[src/sv/sdhd_pkg.sv]
// ----------------------------------------------------------------------------
// sdhd_pkg
// Shared types and constants for the switch debounce and hold detector.
// ----------------------------------------------------------------------------
`default_nettype none

package sdhd_pkg;

  // Input operation codes.
  localparam logic OP_POLL = 1'b0;
  localparam logic OP_EDGE = 1'b1;

  // Configuration register indexes (address bit 2).
  localparam logic REG_DEBOUNCE = 1'b0;
  localparam logic REG_HOLD     = 1'b1;

  localparam int DEBOUNCE_W = 8;
  localparam int HOLD_W     = 16;
  localparam int TIME_W     = 32;
  localparam int LEVEL_W    = 3;
  localparam int CACHE_W    = 4;
  localparam int CODE_W     = 5;
  localparam int ADDR_W     = 3;
  localparam int DATA_W     = 32;

  localparam logic [DEBOUNCE_W-1:0] DEBOUNCE_RESET = 8'd50;
  localparam logic [HOLD_W-1:0]     HOLD_RESET     = 16'd1000;

  localparam logic [LEVEL_W-1:0] LEVEL_ALL_RELEASED = 3'b111;
  localparam logic [LEVEL_W-1:0] LEVEL_ALL_LOW      = 3'b000;
  localparam logic [CACHE_W-1:0] CODE_ALL_LOW_MARK  = 4'b1000;

  typedef struct packed {
    logic                  pending;
    logic [TIME_W-1:0]     edge_time;
    logic [TIME_W-1:0]     last_report_time;
    logic                  hold_active;
    logic [CACHE_W-1:0]    cached_code;
  } sdhd_state_t;

  typedef struct packed {
    logic [DEBOUNCE_W-1:0] debounce_ms;
    logic [HOLD_W-1:0]     hold_ms;
  } sdhd_cfg_t;

endpackage

`default_nettype wire

[src/sv/sdhd_if.sv]
// ----------------------------------------------------------------------------
// sdhd_sw_if / sdhd_key_if
// Valid/ready channels for switch events and reported key codes.
// ----------------------------------------------------------------------------
`default_nettype none

interface sdhd_sw_if;
  logic                           valid;
  logic                           ready;
  logic                           op;
  logic [sdhd_pkg::TIME_W-1:0]    now_ms;
  logic [sdhd_pkg::LEVEL_W-1:0]   line_levels;

  modport source (output valid, output op, output now_ms, output line_levels, input ready);
  modport sink   (input valid, input op, input now_ms, input line_levels, output ready);
endinterface

interface sdhd_key_if;
  logic                           valid;
  logic                           ready;
  logic [sdhd_pkg::CODE_W-1:0]    key_code;

  modport source (output valid, output key_code, input ready);
  modport sink   (input valid, input key_code, output ready);
endinterface

`default_nettype wire

[src/sv/switch_debounce_hold_detector_unit.sv]
// A key code appears on the output register in the cycle after its item is accepted.
// Throughput: one item per cycle when key.ready is high; the register frees as it is taken.
// The rate is set by the single pass from the press state registers to the output register.
// Reset (synchronous, rst high) clears the press state and the output valid, and loads
// debounce_ms with 50 and hold_ms with 1000.
// ----------------------------------------------------------------------------
// switch_debounce_hold_detector_unit
// Debounces a three-line active-low switch group and reports presses and holds.
// ----------------------------------------------------------------------------
`default_nettype none

module switch_debounce_hold_detector_unit (
  input  wire logic                          clk,
  input  wire logic                          rst,
  input  wire logic                          psel,
  input  wire logic                          penable,
  input  wire logic                          pwrite,
  input  wire logic [sdhd_pkg::ADDR_W-1:0]   paddr,
  input  wire logic [sdhd_pkg::DATA_W-1:0]   pwdata,
  output logic      [sdhd_pkg::DATA_W-1:0]   prdata,
  output logic                               pready,
  sdhd_sw_if.sink                            sw,
  sdhd_key_if.source                         key
);

  sdhd_pkg::sdhd_cfg_t             cfg;
  sdhd_pkg::sdhd_state_t           state;
  sdhd_pkg::sdhd_state_t           state_next;
  logic [sdhd_pkg::CODE_W-1:0]     code_next;
  logic                            accept;
  logic                            cfg_write;

  assign pready    = 1'b1;
  assign cfg_write = psel && penable && pwrite;

  always_ff @(posedge clk) begin
    if (rst) begin
      cfg.debounce_ms <= sdhd_pkg::DEBOUNCE_RESET;
      cfg.hold_ms     <= sdhd_pkg::HOLD_RESET;
    end else if (cfg_write) begin
      case (paddr[2])
        sdhd_pkg::REG_DEBOUNCE: cfg.debounce_ms <= pwdata[sdhd_pkg::DEBOUNCE_W-1:0];
        sdhd_pkg::REG_HOLD:     cfg.hold_ms     <= pwdata[sdhd_pkg::HOLD_W-1:0];
        default: ;
      endcase
    end
  end

  always_comb begin
    case (paddr[2])
      sdhd_pkg::REG_DEBOUNCE:
        prdata = {{(sdhd_pkg::DATA_W-sdhd_pkg::DEBOUNCE_W){1'b0}}, cfg.debounce_ms};
      sdhd_pkg::REG_HOLD:
        prdata = {{(sdhd_pkg::DATA_W-sdhd_pkg::HOLD_W){1'b0}}, cfg.hold_ms};
      default:
        prdata = '0;
    endcase
  end

  sdhd_core u_core (
    .state       (state),
    .cfg         (cfg),
    .op          (sw.op),
    .now_ms      (sw.now_ms),
    .line_levels (sw.line_levels),
    .state_next  (state_next),
    .key_code    (code_next)
  );

  // A new item enters whenever the output register is empty or being drained.
  assign sw.ready = !key.valid || key.ready;
  assign accept   = sw.valid && sw.ready;

  always_ff @(posedge clk) begin
    if (rst) begin
      state     <= '0;
      key.valid <= 1'b0;
    end else if (accept) begin
      state     <= state_next;
      key.valid <= 1'b1;
    end else if (key.ready) begin
      key.valid <= 1'b0;
    end
  end

  always_ff @(posedge clk) begin
    if (accept) begin
      key.key_code <= code_next;
    end
  end

endmodule

`default_nettype wire

[src/sv/sdhd_core.sv]
// ----------------------------------------------------------------------------
// sdhd_core
// Next-state and key code logic for one switch event or poll.
// ----------------------------------------------------------------------------
`default_nettype none

module sdhd_core (
  input  var sdhd_pkg::sdhd_state_t          state,
  input  var sdhd_pkg::sdhd_cfg_t            cfg,
  input  wire logic                          op,
  input  wire logic [sdhd_pkg::TIME_W-1:0]   now_ms,
  input  wire logic [sdhd_pkg::LEVEL_W-1:0]  line_levels,
  output sdhd_pkg::sdhd_state_t              state_next,
  output logic [sdhd_pkg::CODE_W-1:0]        key_code
);

  logic [sdhd_pkg::TIME_W-1:0] since_report;
  logic [sdhd_pkg::TIME_W-1:0] since_edge;
  logic                        in_window;
  logic                        held_long;

  // Elapsed times wrap modulo 2^32, which plain unsigned subtraction gives.
  assign since_report = now_ms - state.last_report_time;
  assign since_edge   = now_ms - state.edge_time;
  assign in_window    = since_report <
                        {{(sdhd_pkg::TIME_W-sdhd_pkg::DEBOUNCE_W){1'b0}}, cfg.debounce_ms};
  assign held_long    = since_edge >
                        {{(sdhd_pkg::TIME_W-sdhd_pkg::HOLD_W){1'b0}}, cfg.hold_ms};

  always_comb begin
    state_next = state;
    key_code   = '0;
    if (op == sdhd_pkg::OP_EDGE) begin
      state_next.pending   = 1'b1;
      state_next.edge_time = now_ms;
    end else if (state.pending) begin
      if (in_window) begin
        // A bounce inside the window drops the cached level unless a hold runs.
        if (!state.hold_active) begin
          state_next.cached_code = '0;
        end
      end else if (line_levels == sdhd_pkg::LEVEL_ALL_RELEASED) begin
        state_next.pending = 1'b0;
        if (state.hold_active) begin
          state_next.hold_active = 1'b0;
        end else begin
          state_next.last_report_time = now_ms;
          key_code                    = {1'b0, state.cached_code};
        end
      end else if (held_long) begin
        state_next.hold_active      = 1'b1;
        state_next.last_report_time = now_ms;
        key_code                    = {1'b1, state.cached_code};
      end else if (line_levels == sdhd_pkg::LEVEL_ALL_LOW) begin
        state_next.cached_code = sdhd_pkg::CODE_ALL_LOW_MARK;
      end else begin
        state_next.cached_code = {1'b0, line_levels};
      end
    end
  end

endmodule

`default_nettype wire
[src/flat_wrapper.sv]
// flat-port wrapper written by rule: the top's interface ports become plain ports
module switch_debounce_hold_detector_unit_flat 
  (clk, rst, psel, penable, pwrite, paddr, pwdata, prdata, pready, sw_valid, sw_op, sw_now_ms, sw_line_levels, sw_ready, key_valid, key_key_code, key_ready);
  sdhd_sw_if sw_i ();
  sdhd_key_if key_i ();
  input  wire logic clk;
  input  wire logic rst;
  input  wire logic psel;
  input  wire logic penable;
  input  wire logic pwrite;
  input  wire logic [sdhd_pkg::ADDR_W-1:0] paddr;
  input  wire logic [sdhd_pkg::DATA_W-1:0] pwdata;
  output logic      [sdhd_pkg::DATA_W-1:0] prdata;
  output logic pready;
  input wire logic [$bits(sw_i.valid)-1:0] sw_valid;
  input wire logic [$bits(sw_i.op)-1:0] sw_op;
  input wire logic [$bits(sw_i.now_ms)-1:0] sw_now_ms;
  input wire logic [$bits(sw_i.line_levels)-1:0] sw_line_levels;
  output wire logic [$bits(sw_i.ready)-1:0] sw_ready;
  output wire logic [$bits(key_i.valid)-1:0] key_valid;
  output wire logic [$bits(key_i.key_code)-1:0] key_key_code;
  input wire logic [$bits(key_i.ready)-1:0] key_ready;
  assign sw_i.valid = sw_valid;
  assign sw_i.op = sw_op;
  assign sw_i.now_ms = sw_now_ms;
  assign sw_i.line_levels = sw_line_levels;
  assign sw_ready = sw_i.ready;
  assign key_valid = key_i.valid;
  assign key_key_code = key_i.key_code;
  assign key_i.ready = key_ready;
  switch_debounce_hold_detector_unit u_core (.clk(clk), .rst(rst), .psel(psel), .penable(penable), .pwrite(pwrite), .paddr(paddr), .pwdata(pwdata), .prdata(prdata), .pready(pready), .sw(sw_i), .key(key_i));
endmodule
[config.mk]
export PLATFORM = sky130hd
export DESIGN_NAME = switch_debounce_hold_detector_unit_flat
export DESIGN_NICKNAME = d
export VERILOG_FILES = /design/src/sv/sdhd_pkg.sv /design/src/sv/sdhd_if.sv /design/src/sv/switch_debounce_hold_detector_unit.sv /design/src/sv/sdhd_core.sv /design/src/flat_wrapper.sv
export SDC_FILE = /design/constraint.sdc
export NUM_CORES = 1
export LEC_CHECK = 0
export BUFFER_PORTS_ARGS = -buffer_cell sky130_fd_sc_hd__buf_4
export CORE_MARGIN = 5
export CORE_UTILIZATION = 35
export CTS_BUF_LIST = sky130_fd_sc_hd__clkbuf_8
export CTS_CLUSTER_SIZE = 40
export DETAILED_ROUTE_END_ITERATION = 16
export SYNTH_ARGS = -nofsm -noshare
export SYNTH_HDL_FRONTEND = slang
export SYNTH_SLANG_ARGS = --single-unit
[constraint.sdc]
create_clock -name clk -period 5.35 [get_ports clk]
set_clock_uncertainty 0.1 [all_clocks]
set_input_delay 0.8025 -clock clk [delete_from_list [all_inputs] [get_ports clk]]
set_output_delay 0.8025 -clock clk [all_outputs]
set_load 0.05 [all_outputs]
Word-level counts from Yosys, hierarchy flattened
Index checks and enable logic that the tools add are counted.
- input port bits: 78
- logic and storage cells: 55
- bits in registers: 100
- output and inout bits: 40
- reduce and logical (&&, ||, !) cells: 15
- bitwise gates (word level): 4
- $lt $le $gt $ge: 2
- muxes and demuxes: 18
- add/sub/neg operators: 2
- equality and inequality tests: 5
- operators by type and width (operator ; number):
    33-bit two-way mux ; 2
    32-bit case mux with 2 select lines ; 1
    32-bit subtractor ; 2
    32-bit by 16-bit greater-than comparator with 1-bit output ; 1
    32-bit by 8-bit less-than comparator with 1-bit output ; 1
    32-bit two-way mux ; 1
    4-bit two-way mux ; 6
    6-bit AND reduction ; 2
    5-bit two-way mux ; 2
    2-bit != test (second input constant) ; 4
    1-bit two-way mux ; 6
    2-bit AND reduction ; 3
    5-bit AND reduction ; 1
    1-bit NOT ; 4
    2-bit nonzero test ; 2
    3-bit equality test (second input constant) ; 1
    1-bit logical AND ; 3
    3-bit zero test ; 1
    3-bit OR reduction ; 1
    1-bit zero test ; 1
    1-bit logical OR ; 1

Logic depth before layout (Yosys ltp)
- depth in word-level cells: 5
- mapped depth: 22

By module
From an unflattened synthesis, not the netlist that was laid out.
- cells, all modules: 1364
- area, all modules: 10395.0 um^2
- modules (own cells, without submodules) (module ; cells each ; area each (um^2) ; seq. area each (um^2) ; times used):
    sdhd_core ; 895 ; 5969.5 ; 0.0 ; 1
    switch_debounce_hold_detector_unit ; 469 ; 4425.5 ; 2052.0 ; 1

Worst setup path after synthesis
No wires, ideal clock.
- path type: input -> register
- start: input port sw_now_ms[3]
- end: register u_core.state[14] (netlist name)
- setup time: 0.071 ns
- arrival: 4.766 ns
- data required time: 5.179 ns
- cell stages on the path: 21
- path slack: 0.413 ns
- path through: ha_1 > a21oi_1 > nor2b_1 > a21oi_1 > o21a_1 > nor2_1 > xnor2_1 > ha_1 > a21oi_1 > o221ai_1 > a2111oi_0 > o2111a_1 > o211ai_1 > a2111o_1 > nor4_1 > and4_1 > buf_2 > nor2_2 > buf_1 > a31o_1 > a21oi_2
- cells in the longest elaborated chain, start to end: 4
- elaborated cells between the ends (all ways): 7
- those cells by class: 2 x add/sub; 2 x order compare; 1 x bitwise; 2 x reduce/logical
- RTL lines (item ; RTL line ; source):
    start: declaration ; flat_wrapper.sv:17 ; input wire logic [$bits(sw_i.now_ms)-1:0] sw_now_ms;
    32-bit subtractor, on equally long branches ; sdhd_core.sv:24, sdhd_core.sv:23 ;
    32-bit by 16-bit greater-than comparator with 1-bit output or 32-bit by 8-bit less-than comparator with 1-bit output (tied branches) ; sdhd_core.sv:27, sdhd_core.sv:25 ;
    2-bit nonzero test (no source line) or 1-bit NOT (tied branches) ; - ;
    6-bit AND reduction (no source line) (*) ; - ;
Every way passes the cells marked *; elsewhere a longest branch is shown, timed or not.
A chain may end at the register's enable or synchronous reset.

Final worst setup path
- start: input port sw_now_ms[0]
- end: register u_core.state[7] (netlist name)
- cells in the longest elaborated chain, start to end: 4
- elaborated cells between the ends (all ways): 7
- those cells by class: 2 x add/sub; 2 x order compare; 1 x bitwise; 2 x reduce/logical
- RTL lines (item ; RTL line):
    32-bit subtractor, on equally long branches ; sdhd_core.sv:24, sdhd_core.sv:23
    32-bit by 16-bit greater-than comparator with 1-bit output or 32-bit by 8-bit less-than comparator with 1-bit output (tied branches) ; sdhd_core.sv:27, sdhd_core.sv:25
    2-bit nonzero test (no source line) or 1-bit NOT (tied branches) ; -
    6-bit AND reduction (no source line) (*) ; -
Marked as above.

==> results.yml <==
yosys:
  synth_top_area_share_pct: 21.0
  synthTopCellsByCount: "nand2_1, a21oi_1, inv_1"
  synthMostInstantiatedCell: "nand2_1"
  synth-edff-count: 5
  synth_area_sq_um: 9060
  synth.avg_cell_area_sq_um: 7.32
  synth_ff_type: "dfxtp_1"
  yosys.area.top_type: "dfxtp_1"
  synth_area_leaders: "dfxtp_1, ha_1, a21oi_1"
  synthArstFlopShare_pct: 0
  ys_warn_count: 0
  synthCells: 1238
  yosysUniqueCellTypes: 79
  synth-seq-area-share_pct: 22.6
  ys_seq_elements: 100
cts:
  clk_pin_slew_ns: 0.10
  cts_tree: "built"
  insertion_delay_ns: 0.39
  root_buffer: "clkbuf_8"
  cts_buffers: 9
  htree_levels: 3
  cts.sink_count: 100
  ctsLongestPathBuffers: 2
worst_setup_path:
  reg2regPathDepth: 21
  regToRegStartpoint: "u_core.state[46]$_SDFFE_PP0P_"
  arrival_ns: 5.41
  regToRegSetupSlack_ns: 0.33
  crit_path_max_fanout: 48
  crit_path_start_kind: "input pin"
  setup.worst_path.end_class: "flip-flop"
  crit_required_ns: 5.56
  crit_type: "in2reg"
  r2r-end: "u_core.state[7]$_SDFFE_PP0P_"
route:
  wl_per_cell_microns: 15.7
  via_count: 9098
  ant_nets: 0
  drt-total-wl_microns: 26300
  drc: 0
  drt_pass1_iterations: 5
  drt_iter0_drc: 623
  drt-vias-per-instance: 5.42
hold_path:
  hold_path_depth: 2
  hold_path_class: "reg2reg"
  hold_end: "u_core.state[59]$_SDFFE_PP0P_"
  min-delay-start: "u_core.state[59]$_SDFFE_PP0P_"
place:
  gp_congestion: 0.911
  dp_slack_ns: -0.330
  dp_hpwl_microns: 20700
  post_dp_cell_area_sq_um: 10400
  io_buffer_count: 82
sta:
  finalMaxSlewViolations: 0
  min_period_ns: 5.20
  timing.final.crit_share_pct: 97.1
  tightestPinTransition_ns: 1.17
  setup_viol: 0
  fin_tns_setup_ns: 0
  fin_ws_ns: 0.154
  hold_viol: 0
  fmax_mhz: 192
  max_slew_margin_pct: 21.5
floorplanning:
  start_util_pct: 35.2
  pin_count: 118
  die_y_microns: 171
  die_area_sq_um: 29200
  rows: 59
  die_w_microns: 171
  core-area_sq_um: 25800
layout:
  fin_area_sq_um: 10600
  nNetsFinal: 1505
  seqCellArea_sq_um: 2050
  insertedDiodeCount: 0
  fill_cells: 2659
  layout-drive-gt1-share_pct: 16.8
  multi_input_area_sq_um: 6350
  syn2layout_area_growth_pct: 17.5
global_route:
  grt_max_degree: 66
  grt_first_pass_wirelength_microns: 42700
  grt_antenna_before_repair: 0
  grt_pass1_vias: 8512
  grt_use_total_pct: 17.7
  grt_overflow: 0
pwr:
  p_leak_nw: 4.11
  irDropWorstVdd_mv: 0.105
  p_total_w: 0.00208
  p_per_area_nw_per_um2: 196
outcome:
  run_status: "completed"
job:
  maxCapViolations: 0
routing by layer:
layer	global-route usage (%)	share of wire, %	vias up
met4	5.06	2.0	0
met5	0	0	-
met2	29.4	47	167
met1	24.7	48	4263
met3	1.57	2.7	25
li1	-	-	4643
per-stage QoR:
step           util (%)  hold WS, ns  instances
3_3_place_gp       40.2        0.341       1663
4_1_cts            41.0        0.363       1679
5_1_grt            41.3        0.380       1680
6_report           41.3        0.360       1680
2_1_floorplan         -        0.336       1253
3_5_place_dp       40.2        0.349       1663
state kept, by name (all words and copies together), names as in the netlist:
register and count:
u_core.key.valid 1, u_core.cfg 24, u_core.key.key_code 5, u_core.state 70
timing repair:
item | 4_1_cts | 5_1_grt
setup buffers | 0 | 1
endpoints found under the setup margin | 0 | 40
hold buffers | 0 | 0
resized for setup | 0 | 18
worst max-delay path, cell delays in order:
cell and delay [ns]:
buf_4 0.09, inv_1 0.05, ha_1 0.23, fa_2 0.37
nor2b_2 0.14, o211ai_1 0.11, buf_4 0.16, a31oi_4 0.21
a221oi_2 0.11, xnor2_1 0.23, ha_1 0.30, nand4_1 0.19
nor2_1 0.07, a221o_1 0.31, o31a_1 0.31, a31oi_1 0.16
o2111ai_1 0.13, nor4_1 0.32, and3_1 0.27, nand4b_1 0.10
buf_4 0.18, buf_12 0.18, a31o_1 0.22, a21oi_1 0.13
power by group:
group | switching [W] | leakage (nW) | total, W | internal (W)
Clock | 0.000310 | 0.0989 | 0.000491 | 0.000181
Sequential | 0.0000100 | 0.822 | 0.000783 | 0.000773
Combinational | 0.000487 | 3.19 | 0.000809 | 0.000322
Total | 0.000807 | 4.11 | 0.00208 | 0.00128
how the worst max path moves through the flow:
stage,from,endpoint,slack (ns),depth (start not counted)
floorplan,sw_now_ms[3],u_core.state[14]$_SDFFE_PP0P_,0.41,21
global placement,sw_now_ms[0],u_core.key.key_code[2]$_SDFFCE_PP0P_,-0.28,23
detailed placement,sw_now_ms[0],u_core.key.key_code[1]$_SDFFCE_PP0P_,-0.33,23
CTS,sw_now_ms[0],u_core.key.key_code[1]$_SDFFCE_PP0P_,0.08,23
global route,sw_now_ms[0],u_core.state[13]$_SDFFE_PP0P_,-0.03,24
finish,sw_now_ms[0],u_core.state[7]$_SDFFE_PP0P_,0.15,24
layout make-up:
type | instances | area share, %
Inverter | 102 | 3.60
Sequential cell | 100 | 19.3
Tap cell | 335 | 3.94
Clock inverter | 7 | 0.634
Multi-Input combinational cell | 964 | 59.7
Timing Repair Buffer | 163 | 11.7
Clock buffer | 9 | 1.16
kinds of logic after synthesis:
| family | count (synthesis) | synth area share [%] |
|---|---|---|
| compound gates | 394 | 28.8 |
| xor+xnor | 35 | 3.38 |
| fa+ha+maj | 87 | 12.2 |
| buf+inv | 189 | 8.95 |
| flops | 100 | 22.6 |
| mux | 15 | 1.73 |
| other cells | 2 | 0.0829 |
| simple gates | 416 | 22.2 |
layout by cell type, fill, tap and decap left out, types with 18 or more instances in the layout:
master   count
nand3_1     23
ha_1        85
nand2_1    163
nor2_1      73
a31o_1      31
a21oi_1    138
buf_4      161
inv_1      101
dfxtp_1     95
nand4_1     48
a21oi_2     19
nor3_1      18
xnor2_1     21
o21ai_0     43
(Power assumes the default switching activity.)
